File: config.mk
export PLATFORM = sky130hd
export DESIGN_NAME = two_button_speed_controller
export DESIGN_NICKNAME = d
export VERILOG_FILES = /design/src/rtl/core/tbsc_pkg.sv /design/src/rtl/core/tbsc_button.sv /design/src/rtl/core/two_button_speed_controller.sv
export SDC_FILE = /design/constraint.sdc
export NUM_CORES = 1
export LEC_CHECK = 0
export ABC_CLOCK_PERIOD_IN_PS = 8810
export BUFFER_PORTS_ARGS = -buffer_cell sky130_fd_sc_hd__buf_2
export CAP_MARGIN = 10
export CORE_MARGIN = 2
export CORE_UTILIZATION = 25
export DETAILED_ROUTE_END_ITERATION = 10
export GPL_ROUTABILITY_DRIVEN = 1
export GPL_TIMING_DRIVEN = 1
export SLEW_MARGIN = 15
export SYNTH_ARGS = -nofsm -noshare
export SYNTH_HDL_FRONTEND = slang
export SYNTH_SLANG_ARGS = --single-unit
File: constraint.sdc
create_clock -name clk -period 8.81 [get_ports clk]
set_input_delay 0.4405 -clock clk [delete_from_list [all_inputs] [get_ports clk]]
set_output_delay 0.4405 -clock clk [all_outputs]
set_load 0.01 [all_outputs]
File: src/rtl/core/tbsc_pkg.sv
// tbsc_pkg: shared types and constants for the two button speed controller
// holds event codes, register indexes, field widths and per button state
// no dependencies
package tbsc_pkg;

  localparam int CNT_W        = 16;
  localparam int LEVEL_W      = 4;
  localparam int DUTY_W       = 12;
  localparam int SFM_W        = 13;
  localparam int EVT_W        = 2;
  localparam int CFG_IDX_W    = 8;
  localparam int IN_TDATA_W   = 8;
  localparam int OUT_TDATA_W  = 40;

  localparam int LEVELS_DEF    = 10;
  localparam int DUTY_BITS_DEF = 12;
  localparam int LEVEL_INIT    = 5;
  localparam int SFM_LOW       = 550;
  localparam int SFM_HIGH      = 5500;

  localparam logic [CNT_W-1:0] DEBOUNCE_RESET = CNT_W'(50);
  localparam logic [CNT_W-1:0] LONG_RESET     = CNT_W'(800);
  localparam logic [CNT_W-1:0] CNT_MAX        = '1;

  localparam logic [CFG_IDX_W-1:0] REG_DEBOUNCE = CFG_IDX_W'(0);
  localparam logic [CFG_IDX_W-1:0] REG_LONG     = CFG_IDX_W'(1);

  typedef enum logic [EVT_W-1:0] {
    EVT_NONE  = 2'd0,
    EVT_SHORT = 2'd1,
    EVT_LONG  = 2'd2
  } evt_t;

  typedef struct packed {
    logic             last_raw;
    logic             stable_level;
    logic [CNT_W-1:0] quiet_count;
    logic             press_active;
    logic [CNT_W-1:0] hold_count;
    logic             long_done;
  } btn_state_t;

  typedef struct packed {
    logic [CNT_W-1:0] debounce_ticks;
    logic [CNT_W-1:0] long_press_ticks;
  } btn_cfg_t;

  function automatic logic [CNT_W-1:0] sat_inc(input logic [CNT_W-1:0] v);
    sat_inc = (v == CNT_MAX) ? CNT_MAX : v + CNT_W'(1);
  endfunction

endpackage

File: src/rtl/core/tbsc_button.sv
// tbsc_button: debounce and short/long press detection for one button
// advances its state once per accepted tick item
// depends on tbsc_pkg
module tbsc_button (
  input  logic              clk,
  input  logic              rst_n,
  input  logic              tick_en,
  input  logic              raw,
  input  tbsc_pkg::btn_cfg_t cfg,
  output tbsc_pkg::evt_t    evt
);
  import tbsc_pkg::*;

  btn_state_t st_r;
  btn_state_t st_nxt;

  always_comb begin
    logic [CNT_W-1:0] quiet;
    logic [CNT_W-1:0] hold;
    logic             was_stable;
    st_nxt     = st_r;
    evt        = EVT_NONE;
    quiet      = (raw != st_r.last_raw) ? '0 : sat_inc(st_r.quiet_count);
    hold       = st_r.press_active ? sat_inc(st_r.hold_count) : st_r.hold_count;
    was_stable = st_r.stable_level;
    st_nxt.quiet_count = quiet;
    st_nxt.last_raw    = raw;
    st_nxt.hold_count  = hold;
    if (quiet >= cfg.debounce_ticks) begin
      if (was_stable && !raw) begin
        st_nxt.press_active = 1'b1;
        st_nxt.hold_count   = '0;
        st_nxt.long_done    = 1'b0;
      end
      st_nxt.stable_level = raw;
      if (st_nxt.press_active && !raw && !st_nxt.long_done &&
          (st_nxt.hold_count >= cfg.long_press_ticks)) begin
        st_nxt.long_done = 1'b1;
        evt              = EVT_LONG;
      end else if (!was_stable && raw && st_nxt.press_active) begin
        st_nxt.press_active = 1'b0;
        evt                 = st_nxt.long_done ? EVT_NONE : EVT_SHORT;
      end
    end
  end

  always_ff @(posedge clk) begin
    if (!rst_n) begin
      st_r.last_raw     <= 1'b1;
      st_r.stable_level <= 1'b1;
      st_r.quiet_count  <= '0;
      st_r.press_active <= 1'b0;
      st_r.hold_count   <= '0;
      st_r.long_done    <= 1'b0;
    end else if (tick_en) begin
      st_r <= st_nxt;
    end
  end

endmodule

File: src/rtl/core/two_button_speed_controller.sv
// two_button_speed_controller: debounced two button speed and motor control
// result item is registered; one item per cycle while the skid register is empty
// a skid register keeps input accepting while one result waits
// synchronous active low reset: level min(5,LEVELS), motor off, registers at defaults
// depends on tbsc_pkg and tbsc_button
module two_button_speed_controller #(
  parameter int LEVELS    = tbsc_pkg::LEVELS_DEF,
  parameter int DUTY_BITS = tbsc_pkg::DUTY_BITS_DEF
) (
  input  logic                                 clk,
  input  logic                                 rst_n,
  input  logic                                 s_axis_tvalid,
  output logic                                 s_axis_tready,
  // [0] up_level, [1] down_level, rest zero
  input  logic [tbsc_pkg::IN_TDATA_W-1:0]      s_axis_tdata,
  output logic                                 m_axis_tvalid,
  input  logic                                 m_axis_tready,
  // [11:0] duty, [12] motor_on, [16:13] speed_level, [29:17] surface_speed,
  // [31:30] up_event, [33:32] down_event, rest zero
  output logic [tbsc_pkg::OUT_TDATA_W-1:0]     m_axis_tdata,
  input  logic                                 cfg_valid,
  output logic                                 cfg_ready,
  input  logic [tbsc_pkg::CFG_IDX_W-1:0]       cfg_index,
  input  logic [tbsc_pkg::CNT_W-1:0]           cfg_data
);
  import tbsc_pkg::*;

  localparam int DUTY_MAX = (1 << DUTY_BITS) - 1;
  localparam int LVL_INIT = (LEVEL_INIT > LEVELS) ? LEVELS : LEVEL_INIT;
  localparam int TAB_N    = 1 << LEVEL_W;

  btn_cfg_t           cfg_r;
  logic               motor_r;
  logic               motor_nxt;
  logic [LEVEL_W-1:0] level_r;
  logic [LEVEL_W-1:0] level_nxt;
  evt_t               up_evt;
  evt_t               dn_evt;
  logic               acc;
  logic [OUT_TDATA_W-1:0] res;
  logic               out_v_r;
  logic [OUT_TDATA_W-1:0] out_r;
  logic               skid_v_r;
  logic [OUT_TDATA_W-1:0] skid_r;
  logic [DUTY_W-1:0]  duty_tab [TAB_N];
  logic [SFM_W-1:0]   sfm_tab  [TAB_N];
  logic [DUTY_W-1:0]  duty;

  assign cfg_ready     = 1'b1;
  assign s_axis_tready = !skid_v_r;
  assign acc           = s_axis_tvalid && s_axis_tready;
  assign m_axis_tvalid = out_v_r;
  assign m_axis_tdata  = out_r;

  always_ff @(posedge clk) begin
    if (!rst_n) begin
      cfg_r.debounce_ticks   <= DEBOUNCE_RESET;
      cfg_r.long_press_ticks <= LONG_RESET;
    end else if (cfg_valid) begin
      case (cfg_index)
        REG_DEBOUNCE: cfg_r.debounce_ticks   <= cfg_data;
        REG_LONG:     cfg_r.long_press_ticks <= cfg_data;
        default: ;
      endcase
    end
  end

  tbsc_button u_up (
    .clk     (clk),
    .rst_n   (rst_n),
    .tick_en (acc),
    .raw     (s_axis_tdata[0]),
    .cfg     (cfg_r),
    .evt     (up_evt)
  );

  tbsc_button u_down (
    .clk     (clk),
    .rst_n   (rst_n),
    .tick_en (acc),
    .raw     (s_axis_tdata[1]),
    .cfg     (cfg_r),
    .evt     (dn_evt)
  );

  for (genvar l = 0; l < TAB_N; l++) begin : g_tab
    localparam int DV = (l == 0) ? 0 : (l - 1) * DUTY_MAX / (LEVELS - 1);
    localparam int SV = (l == 0) ? SFM_LOW :
                        SFM_LOW + (l - 1) * (SFM_HIGH - SFM_LOW) / (LEVELS - 1);
    assign duty_tab[l] = DUTY_W'(DV);
    assign sfm_tab[l]  = SFM_W'(SV);
  end

  always_comb begin
    motor_nxt = motor_r;
    level_nxt = level_r;
    if (up_evt == EVT_LONG) begin
      motor_nxt = 1'b1;
    end else if (up_evt == EVT_SHORT && level_nxt < LEVEL_W'(LEVELS)) begin
      level_nxt = level_nxt + LEVEL_W'(1);
    end
    if (dn_evt == EVT_LONG) begin
      motor_nxt = 1'b0;
    end else if (dn_evt == EVT_SHORT && level_nxt > LEVEL_W'(1)) begin
      level_nxt = level_nxt - LEVEL_W'(1);
    end
    duty = motor_nxt ? duty_tab[level_nxt] : '0;
    res  = {6'd0, dn_evt, up_evt, sfm_tab[level_nxt], level_nxt, motor_nxt, duty};
  end

  always_ff @(posedge clk) begin
    if (!rst_n) begin
      motor_r <= 1'b0;
      level_r <= LEVEL_W'(LVL_INIT);
    end else if (acc) begin
      motor_r <= motor_nxt;
      level_r <= level_nxt;
    end
  end

  always_ff @(posedge clk) begin
    if (!rst_n) begin
      out_v_r  <= 1'b0;
      skid_v_r <= 1'b0;
    end else if (!out_v_r || m_axis_tready) begin
      if (skid_v_r) begin
        out_v_r  <= 1'b1;
        skid_v_r <= 1'b0;
      end else begin
        out_v_r <= acc;
      end
    end else if (acc) begin
      skid_v_r <= 1'b1;
    end
  end

  always_ff @(posedge clk) begin
    if (!out_v_r || m_axis_tready) begin
      out_r <= skid_v_r ? skid_r : res;
    end else if (acc) begin
      skid_r <= res;
    end
  end

endmodule
==> results.py <==
metrics = {
    "routing": {
        "drt-total-wl_um": 25800,
        "num_vias": 8674,
        "first_pass_iters": 5,
        "routed_via_density": 4.84,
        "drc": 0,
        "ant_nets": 0,
        "wl_per_cell_um": 14.4,
        "drtIter0Drc": 652,
    },
    "floorplan": {
        "dieWidth_um": 208,
        "core_um2": 41000,
        "rows": 74,
        "start_util_pct": 25.4,
        "die_area_um2": 43400,
        "die_h_um": 208,
        "ios": 80,
    },
    "pwr": {
        "seq_power_share_pct": 48.6,
        "powerDensity_nw_per_um2": 147,
        "p_int_mw": 1.30,
        "netSwitchingFraction_pct": 25.4,
        "ir_drop_v": 0.000147,
        "power_frac_comb_pct": 8.3,
        "clkPwrFrac_pct": 43.1,
        "p_leak_nw": 4.50,
        "switchingPower_mw": 0.443,
    },
    "worst_setup_path": {
        "worst_ep_required_time_ns": 9.02,
        "timing.rr.start": "u_up.st_r[18]",
        "arrival_ns": 7.04,
        "cp-end-kind": "register",
        "cp_max_fo": 15,
        "r2r_end": "m_axis_tdata[22]",
        "ff2ff_setup_slack_ns": 1.98,
        "critPathLaunchType": "register",
        "cp-endpoint": "m_axis_tdata[22]",
        "rr_worst_depth": 23,
        "critPathKind": "reg2reg",
        "critPathLaunch": "u_up.st_r[18]",
    },
    "synthesis": {
        "seq_area_frac_synth_pct": 38.6,
        "syn_area_um2": 10400,
        "synth_seq_cells": 171,
        "syn_inst": 1219,
        "synth.distinct_cells": 68,
        "synth.most_common_cell": "a21oi_1",
        "async_reset_ff_share_pct": 0,
        "synth_enable_flop_cells": 60,
        "synth_top_flop_cell": "dfxtp_1",
        "ys_warn_count": 0,
        "synth_largest_area_cell": "dfxtp_1",
        "synthTopCellsByArea": "dfxtp_1 (21%), edfxtp_1 (17%), ha_1 (9.5%), a21oi_1 (7.0%), nand2_1 (5.0%)",
        "avgSynthCellArea_um2": 8.56,
        "synth_top_area_share_pct": 21.3,
        "synthTopCellsByCount": "a21oi_1 (147), nand2_1 (138), nor2_1 (115)",
    },
    "global_route": {
        "grt_use_total_pct": 12.1,
        "first_global_vias": 8073,
        "grt_pass1_wl_um": 42000,
        "overflow": 0,
        "antenna_found_initial": 0,
        "grt_max_degree": 67,
    },
    "timing": {
        "slew_headroom_pct": 26.6,
        "finalHoldViolCount": 0,
        "finalClockSkew_ns": 0.00881,
        "finalCritPeriodShare_pct": 77.5,
        "setup-tns-final_ns": 0,
        "setup_slack_ns": 1.98,
        "max_freq_ghz": 0.146,
        "rsz0062_at_grt": "no",
        "min_period_ns": 6.83,
        "tightestPinTransition_ns": 1.10,
        "setup_viol": 0,
        "drv_slew": 0,
    },
    "clock_network": {
        "clock-sinks": 171,
        "postCtsSetupRepairBufs": 0,
        "cts_tree": "done",
        "root_buffer": "clkbuf_16",
        "htreeDepth": 4,
        "hold_buffers": 0,
        "clk-insertion-delay-late_ns": 0.46,
        "cts_resized": 0,
        "cts_buffer_depth": 2,
        "cts_made_buffers": 17,
        "clkTransAtPathRegs_ns": 0.07,
    },
    "placed_design": {
        "portBuffers": 65,
        "preCtsSetupSlack_ns": 2.08,
        "gp_congestion": 0.857,
        "hpwl_um": 18100,
    },
    "final_layout": {
        "nets": 1365,
        "drive_gt1_share_pct": 11.6,
        "syn_to_final_growth_pct": 13.3,
        "fillers": 4374,
        "n_antenna_cell": 0,
    },
    "run_status": {
        "status": "completed",
    },
    "worst_hold_path": {
        "hp-class": "in2reg",
        "hold_depth": 3,
    },
    "job": {
        "max-cap-violations": 0,
    },
}
[cell usage in the layout, fill, tap and decap left out, types with 5 or more instances in the layout]
| cell type | n |
|---|---|
| nand2b_1 | 29 |
| nor2_1 | 113 |
| xor2_1 | 20 |
| nor3_1 | 14 |
| xnor2_1 | 18 |
| a21o_1 | 20 |
| buf_2 | 65 |
| o21ai_0 | 66 |
| nand3_1 | 19 |
| o211ai_1 | 13 |
| nand3b_1 | 5 |
| conb_1 | 8 |
| ha_1 | 79 |
| o31ai_1 | 13 |
| nor2b_1 | 8 |
| a31oi_1 | 14 |
| a211oi_1 | 10 |
| a21oi_1 | 147 |
| dfxtp_1 | 111 |
| edfxtp_1 | 60 |
| mux2i_1 | 44 |
| nand2_1 | 137 |
| buf_4 | 11 |
| nand4_1 | 22 |
| a22oi_1 | 11 |
| or2_2 | 6 |
| inv_1 | 57 |
| and3_1 | 23 |
| mux2_2 | 16 |
| clkbuf_16 | 17 |
[layer usage]
metal | GRT usage (%) | share of wire [%] | vias to the layer above
met1 | 17.3 | 51 | 4086
li1 | - | - | 4402
met4 | 3.60 | 1.1 | 0
met5 | 0 | 0 | -
met2 | 17.9 | 43 | 166
met3 | 2.66 | 4.1 | 20
[power groups by stage]
stage	registers, mW	clock network (mW)	logic, mW
after global placement	0.864	0	0.143
after floorplan	0.867	0	0.0941
after global routing	0.849	0.804	0.162
after CTS	0.847	0.770	0.146
after detailed placement	0.864	0	0.145
final	0.847	0.751	0.145
[registers in the layout, indices dropped and copies added (netlist names)]
name	cells
u_down.st_r	36
m_axis_tdata	30
cfg_r	32
motor_r	1
u_up.st_r	36
skid_r	30
m_axis_tvalid	1
level_r	4
skid_v_r	1
[worst max-delay path: stages, from the launching register on]
cell and delay (ns):
dfxtp_1 0.42, ha_1 0.24, and2_0 0.29, nor2b_1 0.33
nand4_1 0.53, a21oi_1 0.41, ha_1 0.29, and3_1 0.19
o21ai_1 0.13, a311o_1 0.35, and3_1 0.31, nor2_4 0.08
a32oi_1 0.32, ha_1 0.23, nor2_1 0.08, a2111oi_0 0.27
o21ai_0 0.14, o211ai_1 0.18, mux2_2 0.45, inv_1 0.20
ha_1 0.43, mux2i_1 0.09, mux2_2 0.33, mux2_2 0.27
[stage by stage]
step	hold slack [ns]	total power [mW]	instances	cell area, µm²	util, %
6_report	0.230	1.74	1794	11800	28.8
5_1_grt	0.225	1.81	1794	11800	28.8
4_1_cts	0.214	1.76	1794	11800	28.8
3_5_place_dp	0.465	1.01	1762	11200	27.4
3_3_place_gp	0.459	1.01	1762	11200	27.4
2_1_floorplan	0.445	0.961	1225	10500	-
[final cells by class]
class,count,area (µm²),area share [%]
multi-input cells,924,5930,50.2
clock buffers,17,425,3.60
well taps,532,666,5.63
clock inverters,15,150,1.27
repair buffers,76,408,3.45
flip-flops and latches,171,4020,34.0
inverters,59,221,1.87
[worst min-delay path by stage]
stage	from	endpoint
finish	cfg_data[9]	cfg_r[9]
CTS	cfg_data[8]	cfg_r[8]
floorplan	u_down.st_r[22]	u_down.st_r[22]
global placement	u_down.st_r[22]	u_down.st_r[22]
detailed placement	u_down.st_r[22]	u_down.st_r[22]
global route	cfg_data[9]	cfg_r[9]
[logic make-up after synthesis]
logic type / Yosys count / synth area share, %
multiplexers: 60 / 5.95
AND/OR/NAND/NOR: 406 / 18.2
other: 2 / 0.0720
flip-flops: 171 / 38.6
buffers and inverters: 130 / 5.14
XOR/XNOR: 39 / 3.27
AO/OA/AOI/OAI: 332 / 19.3
adder cells (fa/ha/maj): 79 / 9.47
Note: power is estimated with default switching activity, not from simulation.
